--- config.mk ---
export PLATFORM = sky130hd
export DESIGN_NAME = wildcard_pattern_matcher
export DESIGN_NICKNAME = d
export VERILOG_FILES = /design/src/design/wpm_pkg.sv /design/src/design/wpm_ctrl.sv /design/src/design/wpm_datapath.sv /design/src/design/wildcard_pattern_matcher.sv
export SDC_FILE = /design/constraint.sdc
export NUM_CORES = 1
export LEC_CHECK = 0
export ABC_AREA = 1
export BUFFER_PORTS_ARGS = -buffer_cell sky130_fd_sc_hd__clkbuf_2
export CAP_MARGIN = 20
export CORE_ASPECT_RATIO = 0.7
export CORE_MARGIN = 3
export CORE_UTILIZATION = 40
export DETAILED_ROUTE_END_ITERATION = 6
export HOLD_SLACK_MARGIN = 0.15
export PLACE_DENSITY = 0.56
export SETUP_SLACK_MARGIN = 0.5
export SYNTH_ARGS = -nofsm -noshare
export SYNTH_HDL_FRONTEND = slang
export SYNTH_SLANG_ARGS = --single-unit
--- constraint.sdc ---
create_clock -name clock -period 4.5 [get_ports clock]
set_input_delay 0.225 -clock clock [delete_from_list [all_inputs] [get_ports clock]]
set_output_delay 0.225 -clock clock [all_outputs]
set_load 0.005 [all_outputs]
--- src/design/wpm_pkg.sv ---
// ----------------------------------------------------------------------------
// wpm_pkg
// Shared types and constants of the wildcard pattern matcher: action codes,
// wildcard byte codes, lane geometry of the row update and the command and
// status groups between controller and datapath.
// ----------------------------------------------------------------------------
`default_nettype none

package wpm_pkg;

   // request action codes
   localparam logic [1:0] ACT_LOAD  = 2'd0;
   localparam logic [1:0] ACT_TEXT  = 2'd1;
   localparam logic [1:0] ACT_QUERY = 2'd2;

   // wildcard bytes
   localparam logic [7:0] STAR_BYTE = 8'd42;
   localparam logic [7:0] ANY_BYTE  = 8'd63;

   // pattern positions handled per row update cycle
   localparam int LANES  = 8;
   localparam int LANE_W = 3;

   // controller to datapath
   typedef struct packed {
      logic load;        // store a pattern byte
      logic restart;     // start a new pattern before storing
      logic close;       // set the row to its empty-text value
      logic latch;       // capture text symbol and final flag
      logic step;        // update one chunk of the row
      logic emit;        // load the response registers
      logic emit_query;  // response is the empty-text match
   } cmd_type;

   // datapath to controller
   typedef struct packed {
      logic last_chunk;  // current chunk covers the last pattern position
   } status_type;

endpackage

`default_nettype wire

--- src/design/wpm_ctrl.sv ---
// ----------------------------------------------------------------------------
// wpm_ctrl
// Controller of the wildcard pattern matcher. Decodes accepted beats,
// tracks pattern loading, steps the row update chunk by chunk and owns the
// response valid flag.
// ----------------------------------------------------------------------------
`default_nettype none

module wpm_ctrl (
   input  wire logic                 clock,
   input  wire logic                 reset,
   input  wire logic                 req_valid,
   output      logic                 req_stall,
   input  wire logic [1:0]           req_action,
   input  wire logic                 req_final_element,
   output      logic                 rsp_valid,
   input  wire logic                 rsp_stall,
   output      wpm_pkg::cmd_type     cmd,
   input  wire wpm_pkg::status_type  status
);

   typedef enum logic [1:0] {S_IDLE, S_CLOSE, S_TEXT, S_RESULT} state_type;

   state_type state_ff, state_in;
   logic      loading_ff, loading_in;
   logic      query_ff, query_in;
   logic      rsp_valid_ff, rsp_valid_in;
   logic      accept;
   logic      out_free;

   assign req_stall = (state_ff != S_IDLE);
   assign rsp_valid = rsp_valid_ff;
   assign accept    = req_valid && (state_ff == S_IDLE);
   assign out_free  = !rsp_valid_ff || !rsp_stall;

   // next state and commands
   always_comb begin
      state_in   = state_ff;
      loading_in = loading_ff;
      query_in   = query_ff;
      cmd        = '0;
      case (state_ff)
         S_IDLE: begin
            if (accept) begin
               case (req_action)
                  wpm_pkg::ACT_LOAD: begin
                     cmd.load    = 1'b1;
                     cmd.restart = !loading_ff;
                     loading_in  = 1'b1;
                     if (req_final_element) begin
                        state_in = S_CLOSE;
                     end
                  end
                  wpm_pkg::ACT_TEXT: begin
                     cmd.latch  = 1'b1;
                     cmd.close  = loading_ff;
                     loading_in = 1'b0;
                     query_in   = 1'b0;
                     state_in   = S_TEXT;
                  end
                  wpm_pkg::ACT_QUERY: begin
                     cmd.latch  = 1'b1;
                     cmd.close  = loading_ff;
                     loading_in = 1'b0;
                     query_in   = 1'b1;
                     state_in   = S_RESULT;
                  end
                  default: begin
                  end
               endcase
            end
         end
         S_CLOSE: begin
            cmd.close  = 1'b1;
            loading_in = 1'b0;
            state_in   = S_IDLE;
         end
         S_TEXT: begin
            cmd.step = 1'b1;
            if (status.last_chunk) begin
               state_in = S_RESULT;
            end
         end
         S_RESULT: begin
            if (out_free) begin
               cmd.emit       = 1'b1;
               cmd.emit_query = query_ff;
               state_in       = S_IDLE;
            end
         end
         default: begin
            state_in = S_IDLE;
         end
      endcase
   end

   // response valid: set on emit, cleared when the beat is taken
   assign rsp_valid_in = cmd.emit || (rsp_valid_ff && rsp_stall);

   always_ff @(posedge clock) begin
      if (reset) begin
         state_ff     <= S_IDLE;
         loading_ff   <= 1'b1;
         query_ff     <= 1'b0;
         rsp_valid_ff <= 1'b0;
      end else begin
         state_ff     <= state_in;
         loading_ff   <= loading_in;
         query_ff     <= query_in;
         rsp_valid_ff <= rsp_valid_in;
      end
   end

endmodule

`default_nettype wire

--- src/design/wpm_datapath.sv ---
// ----------------------------------------------------------------------------
// wpm_datapath
// Datapath of the wildcard pattern matcher: pattern store, empty-text row
// built while loading, match row updated one chunk of lanes per cycle with a
// carry across chunks, and the response registers.
// ----------------------------------------------------------------------------
`default_nettype none

module wpm_datapath #(
   parameter int MAX_PATTERN = 32
) (
   input  wire logic                 clock,
   input  wire logic                 reset,
   input  wire wpm_pkg::cmd_type     cmd,
   output      wpm_pkg::status_type  status,
   input  wire logic [7:0]           req_symbol,
   input  wire logic                 req_final_element,
   output      logic                 rsp_matched,
   output      logic                 rsp_end_of_text,
   output      logic                 rsp_pattern_overflow
);

   localparam int LW  = $clog2(MAX_PATTERN + 1);
   localparam int AW  = (MAX_PATTERN > 1) ? $clog2(MAX_PATTERN) : 1;
   localparam int NCH = (MAX_PATTERN + wpm_pkg::LANES - 1) / wpm_pkg::LANES;
   localparam int CW  = (NCH > 1) ? $clog2(NCH) : 1;
   localparam int PW  = NCH * wpm_pkg::LANES;
   localparam int BW  = CW + wpm_pkg::LANE_W;
   localparam int L   = wpm_pkg::LANES;

   logic [7:0]             pat_ff [MAX_PATTERN];
   logic [LW-1:0]          len_ff, len_in;
   logic                   ovf_ff, ovf_in;
   logic                   allstar_ff, allstar_in;
   logic [MAX_PATTERN:0]   ir_ff, ir_in;
   logic [MAX_PATTERN:0]   row_ff, row_in;
   logic [7:0]             sym_ff;
   logic                   last_ff;
   logic [CW-1:0]          cnt_ff, cnt_in;
   logic                   bnd_ff, bnd_in;
   logic                   carry_ff, carry_in;
   logic                   rsp_matched_ff, rsp_eot_ff, rsp_ovf_ff;

   logic [LW-1:0]          eff_len;
   logic                   eff_all;
   logic                   store;
   logic                   is_star;

   logic [PW-1:0]          star_p, eq_p, act_p;
   logic [PW:0]            row_p, row_p_in;
   logic [BW-1:0]          base, base1;
   logic [L-1:0]           s_c, e_c, a_c, nx;
   logic [L:0]             r_c;
   logic                   bnd_sel, c_run, prev;
   logic [LW-1:0]          len_m1;
   logic [CW-1:0]          last_idx;

   // per-position compare cells
   for (genvar i = 0; i < PW; i++) begin : g_pos
      if (i < MAX_PATTERN) begin : g_live
         assign star_p[i] = (pat_ff[i] == wpm_pkg::STAR_BYTE);
         assign eq_p[i]   = (pat_ff[i] == wpm_pkg::ANY_BYTE) || (pat_ff[i] == sym_ff);
         assign act_p[i]  = (len_ff > LW'(i));
      end else begin : g_pad
         assign star_p[i] = 1'b0;
         assign eq_p[i]   = 1'b0;
         assign act_p[i]  = 1'b0;
      end
   end

   // pattern load: empty-text row and all-star flag follow each stored byte
   always_comb begin
      eff_len    = cmd.restart ? '0 : len_ff;
      eff_all    = cmd.restart || allstar_ff;
      store      = (eff_len != LW'(MAX_PATTERN));
      is_star    = (req_symbol == wpm_pkg::STAR_BYTE);
      len_in     = len_ff;
      ovf_in     = ovf_ff;
      allstar_in = allstar_ff;
      ir_in      = ir_ff;
      if (cmd.load) begin
         ir_in  = cmd.restart ? (MAX_PATTERN + 1)'(1) : ir_ff;
         ovf_in = (!store) || (!cmd.restart && ovf_ff);
         if (store) begin
            len_in                     = eff_len + LW'(1);
            ir_in[eff_len + LW'(1)]    = eff_all && is_star;
            allstar_in                 = eff_all && is_star;
         end else begin
            len_in     = eff_len;
            allstar_in = eff_all;
         end
      end
   end

   // one chunk of the row update, star runs carried lane to lane
   always_comb begin
      row_p                   = '0;
      row_p[MAX_PATTERN:0]    = row_ff;
      base                    = {cnt_ff, {wpm_pkg::LANE_W{1'b0}}};
      base1                   = base + BW'(1);
      s_c                     = star_p[base +: L];
      e_c                     = eq_p[base +: L];
      a_c                     = act_p[base +: L];
      r_c                     = row_p[base +: (L + 1)];
      bnd_sel                 = (cnt_ff == '0) ? r_c[0] : bnd_ff;
      c_run                   = (cnt_ff == '0) ? 1'b0 : carry_ff;
      prev                    = 1'b0;
      nx                      = '0;
      for (int k = 0; k < L; k++) begin
         prev  = (k == 0) ? bnd_sel : r_c[k];
         nx[k] = a_c[k] && (s_c[k] ? (r_c[k + 1] || c_run) : (e_c[k] && prev));
         c_run = nx[k];
      end
      row_p_in             = row_p;
      row_p_in[base1 +: L] = nx;
      if (cnt_ff == '0) begin
         row_p_in[0] = 1'b0;
      end
   end

   // last chunk index from the pattern length
   assign len_m1            = len_ff - LW'(1);
   assign last_idx          = (len_ff == '0) ? '0 : CW'(len_m1 >> wpm_pkg::LANE_W);
   assign status.last_chunk = (cnt_ff == last_idx);

   // row and chunk sequencing
   always_comb begin
      row_in   = row_ff;
      cnt_in   = cnt_ff;
      bnd_in   = bnd_ff;
      carry_in = carry_ff;
      if (cmd.close) begin
         row_in = ir_ff;
      end
      if (cmd.latch) begin
         cnt_in = '0;
      end
      if (cmd.step) begin
         row_in   = row_p_in[MAX_PATTERN:0];
         cnt_in   = cnt_ff + CW'(1);
         bnd_in   = r_c[L];
         carry_in = nx[L-1];
      end
      if (cmd.emit && !cmd.emit_query && last_ff) begin
         row_in = ir_ff;
      end
   end

   // control state
   always_ff @(posedge clock) begin
      if (reset) begin
         len_ff     <= '0;
         ovf_ff     <= 1'b0;
         allstar_ff <= 1'b1;
         ir_ff      <= (MAX_PATTERN + 1)'(1);
         row_ff     <= (MAX_PATTERN + 1)'(1);
         cnt_ff     <= '0;
      end else begin
         len_ff     <= len_in;
         ovf_ff     <= ovf_in;
         allstar_ff <= allstar_in;
         ir_ff      <= ir_in;
         row_ff     <= row_in;
         cnt_ff     <= cnt_in;
      end
   end

   // pattern store
   always_ff @(posedge clock) begin
      if (cmd.load && store) begin
         pat_ff[eff_len[AW-1:0]] <= req_symbol;
      end
   end

   // payload registers
   always_ff @(posedge clock) begin
      bnd_ff   <= bnd_in;
      carry_ff <= carry_in;
      if (cmd.latch) begin
         sym_ff  <= req_symbol;
         last_ff <= req_final_element;
      end
      if (cmd.emit) begin
         rsp_matched_ff <= cmd.emit_query ? allstar_ff : row_ff[len_ff];
         rsp_eot_ff     <= cmd.emit_query || last_ff;
         rsp_ovf_ff     <= ovf_ff;
      end
   end

   assign rsp_matched          = rsp_matched_ff;
   assign rsp_end_of_text      = rsp_eot_ff;
   assign rsp_pattern_overflow = rsp_ovf_ff;

endmodule

`default_nettype wire

--- src/design/wildcard_pattern_matcher.sv ---
// Pattern byte: taken on accept; the last pattern byte then holds the block in a close state.
// Text byte: the row update walks the stored pattern 8 positions per cycle, then the
// response is registered once the output is free; the next beat is taken after that.
// Empty-text query: no row update; the response is registered once the output is free.
// Synchronous reset clears length and overflow, sets the match row to its empty-pattern value
// and starts pattern loading; the pattern store itself is not cleared.
// ----------------------------------------------------------------------------
// wildcard_pattern_matcher
// Streams text bytes against a loaded wildcard pattern ('*' any run, '?' any
// one byte) and reports after each text byte whether the text so far matches.
// ----------------------------------------------------------------------------
`default_nettype none

module wildcard_pattern_matcher #(
   parameter int MAX_PATTERN = 32
) (
   input  wire logic       clock,
   input  wire logic       reset,
   input  wire logic       req_valid,
   output      logic       req_stall,
   input  wire logic [1:0] req_action,
   input  wire logic [7:0] req_symbol,
   input  wire logic       req_final_element,
   output      logic       rsp_valid,
   input  wire logic       rsp_stall,
   output      logic       rsp_matched,
   output      logic       rsp_end_of_text,
   output      logic       rsp_pattern_overflow
);

   wpm_pkg::cmd_type    cmd;
   wpm_pkg::status_type status;

   // sequencing
   wpm_ctrl u_ctrl (
      .clock             (clock),
      .reset             (reset),
      .req_valid         (req_valid),
      .req_stall         (req_stall),
      .req_action        (req_action),
      .req_final_element (req_final_element),
      .rsp_valid         (rsp_valid),
      .rsp_stall         (rsp_stall),
      .cmd               (cmd),
      .status            (status)
   );

   // pattern store and match row
   wpm_datapath #(
      .MAX_PATTERN (MAX_PATTERN)
   ) u_datapath (
      .clock                (clock),
      .reset                (reset),
      .cmd                  (cmd),
      .status               (status),
      .req_symbol           (req_symbol),
      .req_final_element    (req_final_element),
      .rsp_matched          (rsp_matched),
      .rsp_end_of_text      (rsp_end_of_text),
      .rsp_pattern_overflow (rsp_pattern_overflow)
   );

endmodule

`default_nettype wire
# Yosys cells after proc, flatten, opt, wreduce, memory -nomap -nowiden
# Memories as Yosys holds them, arrays and structs flattened.
# Cells that the tools add are included.
# word_totals
ramBits,256
inputBits,15
output_inout_bits,5
latchBits,0
elab_cells,312
memories,1
mem_bits_ro,0
regBits,95
# classes
bitwise,0
shift,6
n_div,0
eq_ne,110
n_mul,0
reduce_logical,88
muxes,50
addsub,5
n_lt_le_gt_ge,35
# mem_list
name,depth,word_bits,read_ports,rd_clocked_by_memory_dff,wr,line,source
u_datapath.pat_ff,32,8,32,0,1,wpm_datapath.sv:31,logic [7:0] pat_ff [MAX_PATTERN];
# op_table
op,n
"== test 8 x 6 -> 1 bit, second input constant",65
== test 8 bit,32
2-to-1 mux 33 bit,5
"> comparator 6 x 5 -> 1 bit, second input constant",16
variable part select 32 x 6 -> 8 bit,3
bitwise mux 33 bit,2
"> comparator 6 x 4 -> 1 bit, second input constant",8
logical OR 1 bit,45
"variable shift 8 x 7 -> 33 bit, first input constant",1
variable part select 33 x 6 -> 9 bit,1
variable part select 8 x 7 -> 33 bit,1
"> comparator 6 x 3 -> 1 bit, second input constant",4
logical AND 1 bit,24
2-to-1 mux 2 bit,12
2-to-1 mux 1 bit,20
"less-than comparator 6 x 7 -> 1 bit, second input constant",2
"> comparator 6 x 1 -> 1 bit, second input constant",2
"> comparator 6 x 2 -> 1 bit, second input constant",2
2-to-1 mux 6 bit,2
case mux 1 bit (2 select lines),4
case mux 2 bit (4 select lines),1
nonzero test 2 bit,4
negation 5 -> 7 bit,1
"adder 6 x 1 -> 6 bit, second input constant",1
23 further kinds,36

# Logic depth before layout (Yosys ltp)
# An unclocked memory read counts as a cell.
# depth
depth_word,33
ltp_mapped,30
ltp_nobuf,27

# Hierarchy
# Synthesis repeated with hierarchy kept, for this count alone.
# unflattened
cells_unflattened,2141
hier_area_um2,19140.9
# by_module_without_submodules
module,instances,seq_area_each_um2,area_each_um2,cells_each
wpm_datapath,1,9629.2,18765.5,2080
wpm_ctrl,1,100.1,375.4,61

# Least setup slack after synthesis
# Ideal clock, no wire load.
# synth_path
path_kind,reg2reg
start,register u_datapath.cnt_ff[0]
end,register u_datapath.row_ff[32]
n_path_buf,7
required_ns,4.378
arrival_ns,3.294
period_less_slack_ns,3.416
setup_time_ns,0.122
setup_slack_ns,1.084
path_stages_with_launch,31
cell_sequence,dfxtp_1 > buf_4 > inv_2 > buf_2 > buf_4 > buf_4 > buf_4 > buf_2 > buf_1 > ha_1 > inv_1 > a21oi_1 > nand3_1 > o21ai_0 > inv_1 > nand2_2 > nand2_1 > nand2_1 > nand2_1 > nand2_2 > nand2_1 > nand2_2 > nand2_1 > nand2_1 > nand2_1 > nand2_2 > nand2_2 > nand2_4 > nand2_4 > nand4_1 > a21oi_2
# synth_between
elab_chain_cells,30
word_cells_on_any_way,46
classes_between,add/sub (2); shift (6); mux (13); reduce/logical (25)
# synth_rtl
element,line,source
start: declaration,wpm_datapath.sv:39,"logic [CW-1:0] cnt_ff, cnt_in;"
start signal: assignment,wpm_datapath.sv:164,cnt_ff <= cnt_in;
variable part select 33 x 6 -> 9 bit or logical NOT 2 bit (tied branches),"wpm_datapath.sv:104, wpm_datapath.sv:105, wpm_datapath.sv:106",
2-to-1 mux 1 bit (on tied branches),"wpm_datapath.sv:105, wpm_datapath.sv:106",
logical AND 1 bit or logical OR 1 bit (tied branches),wpm_datapath.sv:111,nx[k] = a_c[k] && (s_c[k] ? (r_c[k + 1] || c_run) : (e_c[k] && prev));
2-to-1 mux 1 bit,wpm_datapath.sv:111,
logical AND 1 bit,wpm_datapath.sv:111,
logical OR 1 bit,wpm_datapath.sv:111,
2-to-1 mux 1 bit,wpm_datapath.sv:111,
logical AND 1 bit,wpm_datapath.sv:111,
[... 14 more ...],--,
logical AND 1 bit,wpm_datapath.sv:111,
logical OR 1 bit,wpm_datapath.sv:111,
2-to-1 mux 1 bit,wpm_datapath.sv:111,
logical AND 1 bit,wpm_datapath.sv:111,
variable part select 8 x 7 -> 33 bit,wpm_datapath.sv:115,row_p_in[base1 +: L] = nx;
bitwise mux 33 bit (*),wpm_datapath.sv:115,
2-to-1 mux 33 bit (*),wpm_datapath.sv:138,if (cmd.step) begin
2-to-1 mux 33 bit (*),wpm_datapath.sv:144,if (cmd.emit && !cmd.emit_query && last_ff) begin
end signal: assignment,wpm_datapath.sv:156,row_ff <= (MAX_PATTERN + 1)'(1);
end signal: assignment,wpm_datapath.sv:163,row_ff <= row_in;
end: declaration,wpm_datapath.sv:36,"logic [MAX_PATTERN:0] row_ff, row_in;"
# Mark *: on every way between the ends. The rest lies on a longest branch, timed or not.
# A chain may end at the register's enable or synchronous reset.

# Final worst setup path
# layout_path
start,register u_datapath.cnt_ff[1]
end,register u_datapath.row_ff[32]
# The elaborated chain is that of the path after synthesis.

==> out/qor.csv <==
metric,value,unit
status,"complete, no violations",
grt_pass1_vias,14115,
crit_type,flip-flop to flip-flop,
synth_common_cells,"403 x nand2_1, 270 x edfxtp_1, 178 x xnor2_1, 169 x a21oi_1, 155 x nor2_1",
gp_congestion,0.904,
crit_arrival,4.12,ns
tightestPinTransition,1.07,ns
hold_ws,0.192,ns
n_antenna_cell,0,
numClockSinks,351,
fmax,0.273,GHz
finalSetupTns,0,ns
skew,0.0285,ns
vias,15256,
finalCritPeriodShare,81.4,%
cp_max_fo,13,
initial_core_util,40.6,%
rsz0062_at_grt,false,
dieArea,50000,sq um
ys_seq_area_share,51.4,%
hold_class,input pin to flip-flop,
htreeDepth,2,
ir_worst_vdd,0.291,mV
p_leak,7.04,nW
synth_ff_type,edfxtp_1,
slowest_delay,0.50,ns
totalWireLength,59.1,mm
drive_gt1_share,9.56,%
area_growth,9.44,%
busiest_layer,met1,
synth_top_area_share,42.8,%
cts_tree,built,
synth_area_leaders,"edfxtp_1 43%, dfxtp_1 8.6%, xnor2_1 8.2%",
period_needed,3.66,ns
portBuffers,19,
coreArea,46600,sq um
synth_seq_cells,351,
post_cts_resized,0,
setup_violations,0,
global_route.usage.met1,37.6,%
nets,2061,
use_met2,31.4,%
routed_via_density,5.71,
power_density,367,nW/um^2
wl_per_cell,22.1,um
grt.total_usage,23.3,%
clk_pin_slew,0.06,ns
cap_violations,0,
rows,66,
die-width,266,um
cp-start-kind,flip-flop,
drc_errors,0,
grt_pass1_wl,88.6,mm
worstSkewPairLatency,0.55,ns
fin_ws,0.835,ns
drv_slew,0,
crit_path_end_kind,flip-flop,
syn-num-nets,2048,
rrSetupSlack,0.84,ns
pin_count,20,
yosysMostFrequentCell,nand2_1,
cp_data_required_time,4.96,ns
yosys_warnings,0,
async_reset_ff_share,0,%
ctsRootBufferMaster,clkbuf_16,
synth_area,18900,sq um
numCtsBuffers,37,
initialDrtViolationCount,2011,
ant_nets,0,
antenna_found_initial,0,
crit_top_cell,nand2_1,
dr.pass1.iters,6,
die_y,188,um
avgSynthCellArea,9.36,sq um
dp_hpwl,38.7,mm
cp_slowest_cell,inv_1,
synthCells,2021,
relSlewSlack,27.9,%
use_met3,4.94,%
grt.overflow.total,0,
hold_violations,0,
synth_edf_count,270,
cp_cell_sequence,inv_1 > buf_4 > o21ai_0 > o22ai_1 > a21oi_1 > nand3_1 > o21ai_0 > inv_1 > nand2_2 > nand2_1 > nand2_1 > nand2_1 > nand2_2 > nand2_1 > nand2_2 > nand2_1 > nand2_1 > nand2_1 > nand2_2 > nand2_2 > nand2_4 > nand2_4 > nand4_1 > a21oi_2,
yosysTopAreaCell,edfxtp_1,
pre_cts_slack,0.819,ns
grt_max_degree,74,
synth.distinct_cells,63,
clockBufferDepth,3,
-- sequential cells by signal, summed over array words and instances, names as in the netlist, 2 cells and up --
| signal | flops |
|---|---|
| u_datapath.pat_ff | 256 |
| u_ctrl.state_ff | 2 |
| u_datapath.sym_ff | 8 |
| u_datapath.ir_ff | 33 |
| u_datapath.len_ff | 6 |
| u_datapath.row_ff | 33 |
| u_datapath.cnt_ff | 2 |
-- power breakdown --
part,leakage [nW],total (mW),switching (mW),internal (mW)
clock network,0.549,2.93,1.30,1.63
registers,3.09,3.63,0.0578,3.57
logic,3.40,1.03,0.732,0.303
-- metal layers --
layer | vias to the layer above | wire [um] | share of wire [%]
li1 | 7064 | - | -
met2 | 758 | 23400 | 40
met4 | 0 | 951 | 1.6
met5 | - | 0 | 0
met1 | 7363 | 28200 | 48
met3 | 71 | 6660 | 11
-- critical path: cells and delay by family (launching register included) --
family	cells	cell delay, ns
buffers and inverters	3	0.90
flip-flops	1	0.32
AND/OR/NAND/NOR	16	1.49
AO/OA/AOI/OAI	5	0.85
-- logic make-up after synthesis --
| family | share of synthesized area (%) |
|---|---|
| XOR/XNOR | 9.05 |
| AND/OR/NAND/NOR | 20.2 |
| flip-flops | 51.4 |
| AO/OA/AOI/OAI | 12.0 |
| buffers and inverters | 6.61 |
| adder cells (fa/ha/maj) | 0.793 |
-- metrics by stage --
stage | std cells | area (sq um) | power (mW) | util, %
final | 2672 | 20700 | 7.59 | 44.5
after global routing | 2672 | 20700 | 7.85 | 44.5
after CTS | 2672 | 20700 | 7.61 | 44.5
after detailed placement | 2601 | 19500 | 4.70 | 41.9
after global placement | 2600 | 19500 | 4.70 | 41.9
after floorplan | 2021 | 18900 | 4.36 | -
-- layout by cell type, fill, tap and decap left out, types with 31 or more instances in the layout --
cell	n
nand2_1	403
edfxtp_1	270
xnor2_1	178
a21oi_1	169
nor2_1	155
inv_1	146
dfxtp_1	79
nand3_1	76
nand4_1	70
o21ai_0	69
nor3_1	40
clkbuf_16	39
buf_4	39
a211o_1	31
-- area by class of cell --
type | count | area, sq um
Fill cell | 4389 | 25900
Inverter | 160 | 601
Clock inverter | 16 | 95.1
Clock buffer | 49 | 1040
Sequential cell | 351 | 9730
Timing Repair Buffer | 69 | 533
Tap cell | 612 | 766
Multi-Input combinational cell | 1415 | 7950
-- worst paths after layout --
kind	from	endpoint	cells past startpoint
min	req_action[1]	u_ctrl.query_ff	4
max reg2reg	u_datapath.cnt_ff[1]	u_datapath.row_ff[32]	24
min reg2reg	u_ctrl.query_ff	u_ctrl.query_ff	2
max	u_datapath.cnt_ff[1]	u_datapath.row_ff[32]	24
-- repair_timing --
item                                   4_1_cts  5_1_grt
buffers inserted                             0        0
endpoints found under the hold margin        9        0
hold buffers                                 6        0
setup endpoints to repair                    0        0
Power figures use the tool's default switching activity.
